`src/rtl/assert_macros.svh`:
```
// assertion macros shared by the deframer modules
`ifndef ASSERT_MACROS_SVH
`define ASSERT_MACROS_SVH

// property checked on every clock edge outside reset
`define ASSERT_CLK(label, prop, msg) \
    label: assert property (@(posedge i_clk) disable iff (!i_rst_n) (prop)) else $error(msg);

// property checked on every clock edge, reset included
`define ASSERT_ALWAYS(label, prop, msg) \
    label: assert property (@(posedge i_clk) (prop)) else $error(msg);

`endif

```
`src/rtl/c32dfr_pkg.sv`:
```
// shared types, codes and the crc helper for the crc32 message deframer
package c32dfr_pkg;

    // verdict codes
    localparam logic [2:0] ST_OK         = 3'd0;
    localparam logic [2:0] ST_INCOMPLETE = 3'd1;
    localparam logic [2:0] ST_BAD_MAGIC  = 3'd2;
    localparam logic [2:0] ST_BAD_VER    = 3'd3;
    localparam logic [2:0] ST_TOO_LONG   = 3'd4;
    localparam logic [2:0] ST_CRC_ERR    = 3'd5;

    // result kinds
    localparam logic KIND_PAYLOAD = 1'b0;
    localparam logic KIND_VERDICT = 1'b1;

    // configuration register indexes
    localparam logic [1:0] CFG_MAGIC   = 2'd0;
    localparam logic [1:0] CFG_VERSION = 2'd1;
    localparam logic [1:0] CFG_MAX_LEN = 2'd2;

    // reset values of the configuration registers
    localparam logic [31:0] RST_MAGIC   = 32'd0;
    localparam logic [7:0]  RST_VERSION = 8'd1;
    localparam logic [31:0] RST_MAX_LEN = 32'd33554432;

    // frame geometry
    localparam logic [31:0] HDR_BYTES = 32'd14;
    localparam logic [31:0] CRC_BYTES = 32'd4;
    localparam logic [31:0] MIN_BUF   = 32'd18;

    // crc-32, reflected form
    localparam logic [31:0] CRC_POLY = 32'hEDB88320;
    localparam logic [31:0] CRC_INIT = 32'hFFFFFFFF;

    // command queue between front and back
    localparam int QDEPTH = 4;
    localparam int QAW    = $clog2(QDEPTH);

    // one classified request: optional payload result, optional verdict result
    typedef struct packed {
        logic        pay_en;
        logic [7:0]  pay_byte;
        logic        ver_en;
        logic [2:0]  status;
        logic [7:0]  msg_type;
        logic [31:0] length;
    } t_cmd;

    // one byte through the crc register, lsb first
    function automatic logic [31:0] crc_byte(input logic [31:0] c, input logic [7:0] b);
        logic [31:0] x;
        x = c ^ {24'd0, b};
        for (int i = 0; i < 8; i++) begin
            x = x[0] ? ((x >> 1) ^ CRC_POLY) : (x >> 1);
        end
        return x;
    endfunction

endpackage

```
`src/rtl/c32dfr_front.sv`:
```
// front end: header parser, crc and verdict classification per byte
module c32dfr_front
    import c32dfr_pkg::*;
(
    input  logic        i_clk,
    input  logic        i_rst_n,
    input  logic        i_cfg_wr_en,
    input  logic [1:0]  i_cfg_index,
    input  logic [31:0] i_cfg_data,
    input  logic        i_accept,
    input  logic [7:0]  i_in_byte,
    input  logic        i_eob,
    output logic        o_push,
    output t_cmd        o_cmd
);

    // parser phases
    localparam logic [2:0] PH_HEADER     = 3'd0;
    localparam logic [2:0] PH_PAYLOAD    = 3'd1;
    localparam logic [2:0] PH_CRC        = 3'd2;
    localparam logic [2:0] PH_DONE       = 3'd3;
    localparam logic [2:0] PH_HOLD_MAGIC = 3'd4;
    localparam logic [2:0] PH_HOLD_VER   = 3'd5;
    localparam logic [2:0] PH_HOLD_LEN   = 3'd6;

    logic [31:0] r_cfg_magic;
    logic [7:0]  r_cfg_version;
    logic [31:0] r_cfg_max;

    logic [2:0]  r_phase,   n_phase;
    logic [31:0] r_count,   n_count;
    logic [31:0] r_magic,   n_magic;
    logic [7:0]  r_version, n_version;
    logic [7:0]  r_type,    n_type;
    logic [31:0] r_len,     n_len;
    logic        r_len_hi,  n_len_hi;
    logic [31:0] r_crc,     n_crc;
    logic [31:0] r_rx,      n_rx;

    logic [31:0] cnt_inc;
    logic        ver_now;
    logic        crc_good;
    t_cmd        cmd;

    // configuration registers
    always_ff @(posedge i_clk) begin
        if (!i_rst_n) begin
            r_cfg_magic   <= RST_MAGIC;
            r_cfg_version <= RST_VERSION;
            r_cfg_max     <= RST_MAX_LEN;
        end else if (i_cfg_wr_en) begin
            case (i_cfg_index)
                CFG_MAGIC:   r_cfg_magic   <= i_cfg_data;
                CFG_VERSION: r_cfg_version <= i_cfg_data[7:0];
                CFG_MAX_LEN: r_cfg_max     <= i_cfg_data;
                default: ;
            endcase
        end
    end

    // per-byte parse and classification
    always_comb begin
        n_phase   = r_phase;
        n_count   = r_count;
        n_magic   = r_magic;
        n_version = r_version;
        n_type    = r_type;
        n_len     = r_len;
        n_len_hi  = r_len_hi;
        n_crc     = r_crc;
        n_rx      = r_rx;
        cnt_inc   = r_count + 32'd1;
        ver_now   = 1'b0;
        crc_good  = 1'b0;
        cmd       = '0;
        if (i_accept) begin
            case (r_phase)
                PH_HEADER: begin
                    n_crc   = crc_byte(r_crc, i_in_byte);
                    n_count = cnt_inc;
                    if (r_count < 32'd4) begin
                        n_magic = {r_magic[23:0], i_in_byte};
                    end else if (r_count == 32'd4) begin
                        n_version = i_in_byte;
                    end else if (r_count == 32'd5) begin
                        n_type = i_in_byte;
                    end else begin
                        n_len = {r_len[23:0], i_in_byte};
                        // first four length bytes form the upper word
                        if (r_count < 32'd10 && i_in_byte != 8'd0) begin
                            n_len_hi = 1'b1;
                        end
                    end
                    if (cnt_inc == HDR_BYTES) begin
                        if (n_magic != r_cfg_magic) begin
                            n_phase = PH_HOLD_MAGIC;
                        end else if (n_version != r_cfg_version) begin
                            n_phase = PH_HOLD_VER;
                        end else if (n_len_hi || n_len > r_cfg_max) begin
                            n_phase = PH_HOLD_LEN;
                        end else begin
                            n_phase = (n_len == 32'd0) ? PH_CRC : PH_PAYLOAD;
                            n_count = 32'd0;
                        end
                    end
                end
                PH_PAYLOAD: begin
                    n_crc        = crc_byte(r_crc, i_in_byte);
                    cmd.pay_en   = 1'b1;
                    cmd.pay_byte = i_in_byte;
                    n_count      = cnt_inc;
                    if (cnt_inc == r_len) begin
                        n_phase = PH_CRC;
                        n_count = 32'd0;
                    end
                end
                PH_CRC: begin
                    n_rx    = {r_rx[23:0], i_in_byte};
                    n_count = cnt_inc;
                    if (cnt_inc == CRC_BYTES) begin
                        crc_good     = ((r_crc ^ CRC_INIT) == n_rx);
                        cmd.ver_en   = 1'b1;
                        cmd.status   = crc_good ? ST_OK : ST_CRC_ERR;
                        cmd.msg_type = r_type;
                        cmd.length   = crc_good ? r_len : 32'd0;
                        n_phase      = PH_DONE;
                        ver_now      = 1'b1;
                    end
                end
                PH_HOLD_MAGIC, PH_HOLD_VER, PH_HOLD_LEN: begin
                    // bad header waits for the minimum buffer size
                    n_count = cnt_inc;
                    if (cnt_inc >= MIN_BUF) begin
                        cmd.ver_en   = 1'b1;
                        cmd.msg_type = r_type;
                        case (r_phase)
                            PH_HOLD_MAGIC: cmd.status = ST_BAD_MAGIC;
                            PH_HOLD_VER:   cmd.status = ST_BAD_VER;
                            default:       cmd.status = ST_TOO_LONG;
                        endcase
                        n_phase = PH_DONE;
                        ver_now = 1'b1;
                    end
                end
                default: ;
            endcase
            // end of buffer closes the message
            if (i_eob) begin
                if (r_phase != PH_DONE && !ver_now) begin
                    cmd.ver_en   = 1'b1;
                    cmd.status   = ST_INCOMPLETE;
                    cmd.msg_type = n_type;
                    cmd.length   = 32'd0;
                end
                n_phase   = PH_HEADER;
                n_count   = 32'd0;
                n_magic   = 32'd0;
                n_version = 8'd0;
                n_type    = 8'd0;
                n_len     = 32'd0;
                n_len_hi  = 1'b0;
                n_crc     = CRC_INIT;
                n_rx      = 32'd0;
            end
        end
    end

    // parser state
    always_ff @(posedge i_clk) begin
        if (!i_rst_n) begin
            r_phase   <= PH_HEADER;
            r_count   <= 32'd0;
            r_magic   <= 32'd0;
            r_version <= 8'd0;
            r_type    <= 8'd0;
            r_len     <= 32'd0;
            r_len_hi  <= 1'b0;
            r_crc     <= CRC_INIT;
            r_rx      <= 32'd0;
        end else begin
            r_phase   <= n_phase;
            r_count   <= n_count;
            r_magic   <= n_magic;
            r_version <= n_version;
            r_type    <= n_type;
            r_len     <= n_len;
            r_len_hi  <= n_len_hi;
            r_crc     <= n_crc;
            r_rx      <= n_rx;
        end
    end

    assign o_push = cmd.pay_en | cmd.ver_en;
    assign o_cmd  = cmd;

endmodule

```
`src/rtl/c32dfr_queue.sv`:
```
// short command queue between the front and back ends
module c32dfr_queue
    import c32dfr_pkg::*;
(
    input  logic   i_clk,
    input  logic   i_rst_n,
    input  logic   i_push,
    input  t_cmd   i_cmd,
    output logic   o_full,
    input  logic   i_pop,
    output logic   o_empty,
    output t_cmd   o_cmd
);

`include "assert_macros.svh"

    t_cmd           r_mem [QDEPTH];
    logic [QAW-1:0] r_wr_ptr;
    logic [QAW-1:0] r_rd_ptr;
    logic [QAW:0]   r_count;
    logic           do_push;
    logic           do_pop;

    assign o_full  = (r_count == (QAW+1)'(QDEPTH));
    assign o_empty = (r_count == '0);
    assign do_push = i_push && !o_full;
    assign do_pop  = i_pop && !o_empty;
    assign o_cmd   = r_mem[r_rd_ptr];

    // entry storage
    always_ff @(posedge i_clk) begin
        if (do_push) begin
            r_mem[r_wr_ptr] <= i_cmd;
        end
    end

    // pointers and fill count
    always_ff @(posedge i_clk) begin
        if (!i_rst_n) begin
            r_wr_ptr <= '0;
            r_rd_ptr <= '0;
            r_count  <= '0;
        end else begin
            if (do_push) begin
                r_wr_ptr <= r_wr_ptr + 1'b1;
            end
            if (do_pop) begin
                r_rd_ptr <= r_rd_ptr + 1'b1;
            end
            case ({do_push, do_pop})
                2'b10:   r_count <= r_count + 1'b1;
                2'b01:   r_count <= r_count - 1'b1;
                default: r_count <= r_count;
            endcase
        end
    end

    `ASSERT_CLK(a_count_bound, r_count <= (QAW+1)'(QDEPTH), "queue count beyond depth")
    `ASSERT_CLK(a_pop_drains, (do_pop && !do_push) |=> (r_count + 1'b1) == $past(r_count),
        "pop without push did not lower the count")

endmodule

```
`src/rtl/c32dfr_back.sv`:
```
// back end: expands queued requests into result items on the output register
module c32dfr_back
    import c32dfr_pkg::*;
(
    input  logic        i_clk,
    input  logic        i_rst_n,
    input  logic        i_q_empty,
    input  t_cmd        i_q_cmd,
    output logic        o_q_pop,
    input  logic        i_pop,
    output logic        o_empty,
    output logic        o_kind,
    output logic [7:0]  o_payload_byte,
    output logic [2:0]  o_status,
    output logic [7:0]  o_msg_type,
    output logic [31:0] o_payload_length,
    output logic        o_last
);

`include "assert_macros.svh"

    logic        r_out_valid;
    logic        r_kind;
    logic [7:0]  r_pbyte;
    logic [2:0]  r_status;
    logic [7:0]  r_type;
    logic [31:0] r_len;
    logic        r_pend;
    logic [2:0]  r_pend_status;
    logic [7:0]  r_pend_type;
    logic [31:0] r_pend_len;
    logic        out_free;

    assign out_free = !r_out_valid || i_pop;
    assign o_q_pop  = out_free && !r_pend && !i_q_empty;

    // result valid and pending verdict control
    always_ff @(posedge i_clk) begin
        if (!i_rst_n) begin
            r_out_valid <= 1'b0;
            r_pend      <= 1'b0;
        end else if (out_free) begin
            if (r_pend) begin
                r_out_valid <= 1'b1;
                r_pend      <= 1'b0;
            end else if (!i_q_empty) begin
                r_out_valid <= 1'b1;
                r_pend      <= i_q_cmd.pay_en && i_q_cmd.ver_en;
            end else begin
                r_out_valid <= 1'b0;
            end
        end
    end

    // result payload
    always_ff @(posedge i_clk) begin
        if (out_free) begin
            if (r_pend) begin
                r_kind   <= KIND_VERDICT;
                r_pbyte  <= 8'd0;
                r_status <= r_pend_status;
                r_type   <= r_pend_type;
                r_len    <= r_pend_len;
            end else if (!i_q_empty) begin
                if (i_q_cmd.pay_en) begin
                    r_kind   <= KIND_PAYLOAD;
                    r_pbyte  <= i_q_cmd.pay_byte;
                    r_status <= ST_OK;
                    r_type   <= 8'd0;
                    r_len    <= 32'd0;
                end else begin
                    r_kind   <= KIND_VERDICT;
                    r_pbyte  <= 8'd0;
                    r_status <= i_q_cmd.status;
                    r_type   <= i_q_cmd.msg_type;
                    r_len    <= i_q_cmd.length;
                end
                r_pend_status <= i_q_cmd.status;
                r_pend_type   <= i_q_cmd.msg_type;
                r_pend_len    <= i_q_cmd.length;
            end
        end
    end

    assign o_empty          = !r_out_valid;
    assign o_kind           = r_kind;
    assign o_payload_byte   = r_pbyte;
    assign o_status         = r_status;
    assign o_msg_type       = r_type;
    assign o_payload_length = r_len;
    assign o_last           = (r_kind == KIND_VERDICT);

    `ASSERT_CLK(a_pend_has_payload, r_pend |-> (r_out_valid && r_kind == KIND_PAYLOAD),
        "pending verdict without a payload result in front of it")
    `ASSERT_CLK(a_no_pop_while_pend, r_pend |-> !o_q_pop,
        "queue popped while a verdict is still pending")

endmodule

```
`src/rtl/crc32_message_deframer.sv`:
```
// top level of the crc32 message deframer: front end, command queue, back end
// Usage:
//   Bytes of a receive buffer enter on i_in_byte with i_end_of_buffer high on
//   the last byte; a byte is taken on a clock edge with push high and full low.
//   Results leave as a queue: while empty is low the oldest result is on the
//   o_ ports and is taken on an edge with pop high. A result is either a
//   payload byte (o_kind low) or the single verdict closing the buffer
//   (o_kind high, o_last high).
//   Configuration (magic, version, maximum payload) is written through
//   i_cfg_wr_en / i_cfg_index / i_cfg_data while the block is idle.
// Timing:
//   A byte is classified in the cycle it is taken and queued at that edge; its
//   first result is then loaded from the queue into the output register once
//   that register is free and earlier requests have left. One byte per cycle is
//   sustained while full stays low; a byte that gives both a payload result and
//   a verdict fills the single output register of the back end twice, payload first.
// Reset and stalls:
//   Synchronous active-low reset clears the parser, the queue and the output
//   and loads the register defaults. When pop is held low the four-entry queue
//   fills and full rises; no result is lost or repeated.
module crc32_message_deframer
    import c32dfr_pkg::*;
(
    input  logic        i_clk,
    input  logic        i_rst_n,
    input  logic        i_cfg_wr_en,
    input  logic [1:0]  i_cfg_index,
    input  logic [31:0] i_cfg_data,
    input  logic        push,
    output logic        full,
    input  logic [7:0]  i_in_byte,
    input  logic        i_end_of_buffer,
    output logic        empty,
    input  logic        pop,
    output logic        o_kind,
    output logic [7:0]  o_payload_byte,
    output logic [2:0]  o_status,
    output logic [7:0]  o_msg_type,
    output logic [31:0] o_payload_length,
    output logic        o_last
);

    logic accept;
    logic f_push;
    t_cmd f_cmd;
    logic q_empty;
    logic q_pop;
    t_cmd q_cmd;

    assign accept = push && !full;

    // byte parser
    c32dfr_front u_front (
        .i_clk       (i_clk),
        .i_rst_n     (i_rst_n),
        .i_cfg_wr_en (i_cfg_wr_en),
        .i_cfg_index (i_cfg_index),
        .i_cfg_data  (i_cfg_data),
        .i_accept    (accept),
        .i_in_byte   (i_in_byte),
        .i_eob       (i_end_of_buffer),
        .o_push      (f_push),
        .o_cmd       (f_cmd)
    );

    // decoupling queue
    c32dfr_queue u_queue (
        .i_clk   (i_clk),
        .i_rst_n (i_rst_n),
        .i_push  (f_push),
        .i_cmd   (f_cmd),
        .o_full  (full),
        .i_pop   (q_pop),
        .o_empty (q_empty),
        .o_cmd   (q_cmd)
    );

    // result expansion and output register
    c32dfr_back u_back (
        .i_clk            (i_clk),
        .i_rst_n          (i_rst_n),
        .i_q_empty        (q_empty),
        .i_q_cmd          (q_cmd),
        .o_q_pop          (q_pop),
        .i_pop            (pop),
        .o_empty          (empty),
        .o_kind           (o_kind),
        .o_payload_byte   (o_payload_byte),
        .o_status         (o_status),
        .o_msg_type       (o_msg_type),
        .o_payload_length (o_payload_length),
        .o_last           (o_last)
    );

endmodule
```
`config.mk`:
```
export PLATFORM = sky130hd
export DESIGN_NAME = crc32_message_deframer
export DESIGN_NICKNAME = d
export VERILOG_FILES = /design/src/rtl/c32dfr_pkg.sv /design/src/rtl/c32dfr_front.sv /design/src/rtl/c32dfr_queue.sv /design/src/rtl/c32dfr_back.sv /design/src/rtl/crc32_message_deframer.sv
export VERILOG_INCLUDE_DIRS = /design/src /design/src/rtl
export SDC_FILE = /design/constraint.sdc
export NUM_CORES = 1
export LEC_CHECK = 0
export ABC_AREA = 1
export BUFFER_PORTS_ARGS = -buffer_cell sky130_fd_sc_hd__buf_2
export CAP_MARGIN = 20
export CORE_UTILIZATION = 30
export DETAILED_ROUTE_END_ITERATION = 7
export PLACE_DENSITY_LB_ADDON = 0.2
export SLEW_MARGIN = 10
export SYNTH_ARGS = -nofsm -noshare
export SYNTH_HDL_FRONTEND = slang
export SYNTH_SLANG_ARGS = --single-unit
```
`constraint.sdc`:
```
create_clock -name i_clk -period 5 [get_ports i_clk]
set_input_delay 0.25 -clock i_clk [delete_from_list [all_inputs] [get_ports i_clk]]
set_output_delay 0.25 -clock i_clk [all_outputs]
set_load 0.02 [all_outputs]
```
Yosys cells after proc, flatten, opt, wreduce, memory -nomap -nowiden. Memories as Yosys holds them, arrays and structs flattened. A register that Yosys moved wholly into a read port is not among the register bits. Cells that the tools add are included.

ROM bits: 0. Memories: 1. Input bits: 48. Register bits: 348. Bits in latches: 0. Output and inout bits: 55. Bits in writable memories: 212. Logic and storage cells: 208.

Memory list: u_queue.r_mem (depth 4, width 53, read ports 1, clocked after Yosys merged registers in 1, write ports 1, RTL line c32dfr_queue.sv:17) `t_cmd r_mem [QDEPTH];`.

Mux-type cells: 97. $mul: 0. Divide/modulo/power cells: 0. Bitwise operators: 13. Shift-type cells: 0. Add/subtract/negate cells: 5. $lt $le $gt $ge: 4. Reduce and logical (&&, ||, !) cells: 39. Equal/unequal tests: 24.

Operators by type and width (number): $mux W32 (33); $mux W44 (3); $mux W8 (16); $not A13 Y14 (8); $eq A32 B3 Y1 const B (3); $pmux W32 S3 (1); $eq A32 B32 Y1 (2); $mux W53 (1); $mux W24 (2); $mux W3 (12); $add A32 B1 Y32 const B (1); $eq A32 B4 Y1 const B (1); $ge A32 B5 Y1 const B (1); $gt A32 B32 Y1 (1); $logic_not A32 Y1 (1); $lt A32 B3 Y1 const B (1); $lt A32 B4 Y1 const B (1); $ne A32 B32 Y1 (1); $not A32 Y32 (1); $xor A32 B8 Y32 (1); $pmux W12 S2 (1); $mux W1 (19); $reduce_and A2 Y1 (8); $ne A3 B2 Y1 const B (5); other kinds (32) (58).

Logic depth before layout (Yosys ltp).
Depth in word-level cells: 19. Depth in mapped cells: 31.

By module. From an unflattened synthesis, not the netlist that was laid out.

Cell total of the unflattened synthesis: 3285. Area, all modules: 27654.0 sq um.

By module, submodules not included: c32dfr_front (cells each 2424, area each 15135.8 sq um, times used 1); c32dfr_queue (cells each 583, area each 8519.4 sq um, times used 1); c32dfr_back (cells each 276, area each 3988.8 sq um, times used 1); crc32_message_deframer (cells each 2, area each 10.0 sq um, times used 1).

Worst setup path before layout. No wires, ideal clock.

Kind: reg-to-reg. Start point: register u_front.r_count[1]. End point: memory u_queue.r_mem[0][0] in the netlist's numbering (enable). Setup slack: 159 ps. Arrival: 4377 ps. Clock period less this slack: 4841 ps. Required time: 4536 ps. Path buffers: 0. Setup time: 464 ps. Stages on the path, launching flop included: 18. Cell sequence: dfxtp_1 > ha_1 > inv_1 > nor2_2 > nand3_1 > o21ai_1 > nand2_1 > nor2_1 > nand2_1 > nor2_4 > nand3_2 > clkinv_1 > nand2_2 > nand2_4 > o21ai_2 > inv_2 > nor2_8 > nor2_1.

RTL lines: start: declaration (RTL line c32dfr_front.sv:31) `logic [31:0] r_count, n_count;`; start signal: assignment (RTL line c32dfr_front.sv:182) `r_count <= n_count;`; end: declaration (RTL line c32dfr_queue.sv:17).

Final worst setup path.
Start point: register u_front.r_count[27]. End point: register u_front.r_count[2].

Cells in the longest elaborated chain, start to end: 15.

Ends and longest elaborated chain: parallel branches: the longest is 13 deep, another holds $lt A32 B3 Y1; $pmux W32 S3 * (RTL line c32dfr_front.sv:77) `case (r_phase)`; $mux W32 * (RTL line c32dfr_front.sv:148) `if (i_eob) begin`.

Mark *: on every way between the ends. The select of a mux whose other input is x is not followed. A chain may end at the register's enable or synchronous reset.

==> results.cfg <==
[worst_setup_path]
path_max_fanout = 36
max_stage_delay_ns = 0.44
reg2reg_from = u_front.r_count[27]$_SDFFE_PN0P_
reg2regPathDepth = 23
regToRegSetupSlack_ns = 0.62
r2r_end = u_front.r_count[2]$_SDFFE_PN0P_
crit_arrival_ns = 4.85
end_kind = flop
crit_chain = nor2_1, nand2_1, nor2_1, nand2_1, nor2_1, nand2_1, nand2_1, buf_4, nand2_1, nand2_1, inv_1, ha_1, nand2_1, nor2_1, nand2_1, nor4_1, nand3_1, nand2_1, nand2_1, nor2_1, nand3_1, nand3_1, a21oi_1
cp.required_ns = 5.47
cpMaxStageDelayCell = nor4_1
start_kind = flop
critPathKind = reg -> reg
critPathMostFrequentCell = nand2_1

[run]
drv_cap = 0

[floorplan]
dieArea_um2 = 90900
rows = 109
die_height_um = 302
core_um2 = 88600
initial_core_util = 0.304
io_pins = 103
die_w_um = 302

[synthesis]
synth_flop_cell = edfxtp_1
synth_cell_types = 47
synth_edf_count = 307
yosysWarnings = 0
yosysTopAreaCell = edfxtp_1
synth_most_common_cell = nand2_1
synth_fp_nets = 3255
synth_commonest_cells = nand2_1, nor2_1, edfxtp_1
syn_avg_cell_area_um2 = 8.51
synth_cells = 3164
syn_area_um2 = 26900
netlist_top_cells_area = edfxtp_1, dfxtp_1, nand2_1
async_flop_share = 0
ys_ff_latch = 562
yosysTopAreaCellShare = 0.342
yosysSeqAreaShare = 0.532

[power]
switching_share = 0.324
seqPwrFrac = 0.408
powerDensity_nw_per_um2 = 470
clockPowerShare = 0.350
combPwrFrac = 0.241
power_switching_uw = 4790
max-vdd-ir-drop_v = 0.000267
cellLeakagePower_uw = 0.0124
intPower_uw = 10000

[sta]
slew_violations = 0
worst_pin_slew_ns = 0.933
rsz0062_at_grt = no
clock_skew_ns = 0.0244
clock.fmax_ghz = 0.228
finalSetupTns_ns = 0
finalCritPeriodShare = 0.877
min_period_ns = 4.38
slew_headroom = 0.376
setup_ws_ns = 0.615
setup_viol = 0
hold_viol = 0

[cts]
cts_buffers = 68
clock_path_buffers = 3
ctsHtreeMaxLevel = 3
cts_tree = done
insertion_delay_ns = 0.62
ctsResizeCount = 0
path_clk_slew_ns = 0.06
root_buffer = clkbuf_16
cts_sinks = 562

[grt]
grtUsageMet2 = 0.289
grt_pass1_vias = 20500
grt-busiest-layer = met2
antenna_found_initial = 1
met3_usage = 0.0264
grt_overflow_total = 0
grt_max_degree = 76
grtUsageMet1 = 0.257
grt_pass1_wl_mm = 126
grt_usage = 0.182

[cells_and_area]
drive_above_1_share = 0.105
fill_cells = 9204
fin_nets = 3356
syn_to_final_growth_pct = 17.0
diodes = 0

[placed_design]
dp_hpwl_mm = 56.9
gp_congestion = 0.933
io_buffers = 102
place_ws_ns = 0.596

[worst_hold_path]
holdPathEnd = u_front.r_rx[2]$_SDFFE_PN0P_
hold_class = in -> reg
holdPathStages = 3
min-delay-start = i_in_byte[2]

[outcome]
violations = DRC
status = finished with violations

[detailed_routing]
postRouteAntennaNets = 0
wire_per_inst_um = 18.4
drt-initial-drc-count = 1765
wl_mm = 82.7
vias = 21500
drtPass1Iterations = 8
vias_per_cell = 4.80
drc = 25
[worst max path at each step]
stage / cells past startpoint / slack, ns / from / to
6_report: 23 / 0.62 / u_front.r_count[27]$_SDFFE_PN0P_ / u_front.r_count[2]$_SDFFE_PN0P_
5_1_grt: 23 / 0.07 / u_front.r_count[23]$_SDFFE_PN0P_ / u_front.r_count[3]$_SDFFE_PN0P_
4_1_cts: 23 / 0.59 / u_front.r_count[28]$_SDFFE_PN0P_ / u_front.r_count[3]$_SDFFE_PN0P_
3_5_place_dp: 23 / 0.60 / u_front.r_count[27]$_SDFFE_PN0P_ / u_front.r_count[3]$_SDFFE_PN0P_
3_3_place_gp: 22 / 0.65 / u_front.r_count[0]$_SDFFE_PN0P_ / u_queue.r_count[2]$_SDFFE_PN0P_
2_1_floorplan: 17 / 0.16 / u_front.r_count[1]$_SDFFE_PN0P_ / u_queue.r_mem[0][0]$_DFFE_PP_
[worst max-delay path: cells and delay by family, from the launching register on]
family | cells | cell delay, ns
DFF | 1 | 0.39
and+or+nand+nor | 19 | 3.07
adders and majority gates | 1 | 0.29
buffers and inverters | 2 | 0.40
AOI/OAI and AO/OA | 1 | 0.07
[state kept, by name, indices dropped and copies added, names as in the netlist, 24 cells and up, named ones only]
register	flops
u_front.r_cfg_magic	32
u_queue.r_mem	212
u_back.r_pend_len	32
u_front.r_count	32
u_back.o_payload_length	32
u_front.r_cfg_max	32
u_front.r_magic	32
u_front.r_len	32
u_front.r_crc	32
u_front.r_rx	24
[stage by stage]
stage,hold WS (ns),utilization,power [uW],instance area (um2),cells
5_1_grt,0.0463,0.355,15600,31500,4485
6_report,0.0483,0.355,14800,31500,4485
2_1_floorplan,0.380,-,8550,26900,3164
3_3_place_gp,0.451,0.324,9730,28700,4322
3_5_place_dp,0.456,0.324,9750,28700,4322
4_1_cts,0.0116,0.355,15000,31500,4485
[area by class of cell]
type	instances	area [um2]	area share
timing repair buffer	182	1270	0.0403
clock buffer	87	1920	0.0611
inverter	289	1090	0.0345
multi-input combinational	2162	11000	0.349
tap	1165	1460	0.0463
clock inverter	38	444	0.0141
sequential	562	14300	0.455
[power by group through the flow]
| stage | sequential, uW | combinational [uW] | clock (uW) |
|---|---|---|---|
| 6_report | 6040 | 3560 | 5180 |
| 5_1_grt | 6120 | 3990 | 5490 |
| 4_1_cts | 6060 | 3630 | 5300 |
| 3_5_place_dp | 6150 | 3600 | 0 |
| 3_3_place_gp | 6150 | 3580 | 0 |
| 2_1_floorplan | 6370 | 2180 | 0 |
[layout by cell type, fill, tap and decap left out, types with 23 or more instances in the layout]
| cell | n |
|---|---|
| nand2_1 | 729 |
| nor2_1 | 348 |
| edfxtp_1 | 307 |
| inv_1 | 270 |
| o21ai_0 | 258 |
| dfxtp_1 | 253 |
| a21oi_1 | 249 |
| nand3_1 | 145 |
| buf_2 | 102 |
| xor2_1 | 101 |
| clkbuf_16 | 69 |
| o22ai_1 | 45 |
| a22o_1 | 43 |
| ha_1 | 42 |
| dlygate4sd3_1 | 38 |
| buf_4 | 37 |
| nor3_2 | 33 |
| nand4_1 | 29 |
| o211ai_1 | 26 |
| xnor2_1 | 23 |
[kinds of logic after synthesis]
group | share of synthesized area
flops | 0.532
buf+inv | 0.0631
compound gates | 0.131
xor+xnor | 0.0409
fa+ha+maj | 0.0203
simple gates | 0.213
[per-layer routing]
layer	share of wire	wire length, um
met1	0.48	39700
met2	0.45	37500
met3	0.047	3870
met4	0.020	1620
met5	0	0
[what timing repair did]
action | in CTS | in global routing
buffers inserted | 0 | 0
hold endpoints to repair | 74 | 0
hold buffers | 38 | 0
No activity file was read; power rests on OpenSTA's default activity.
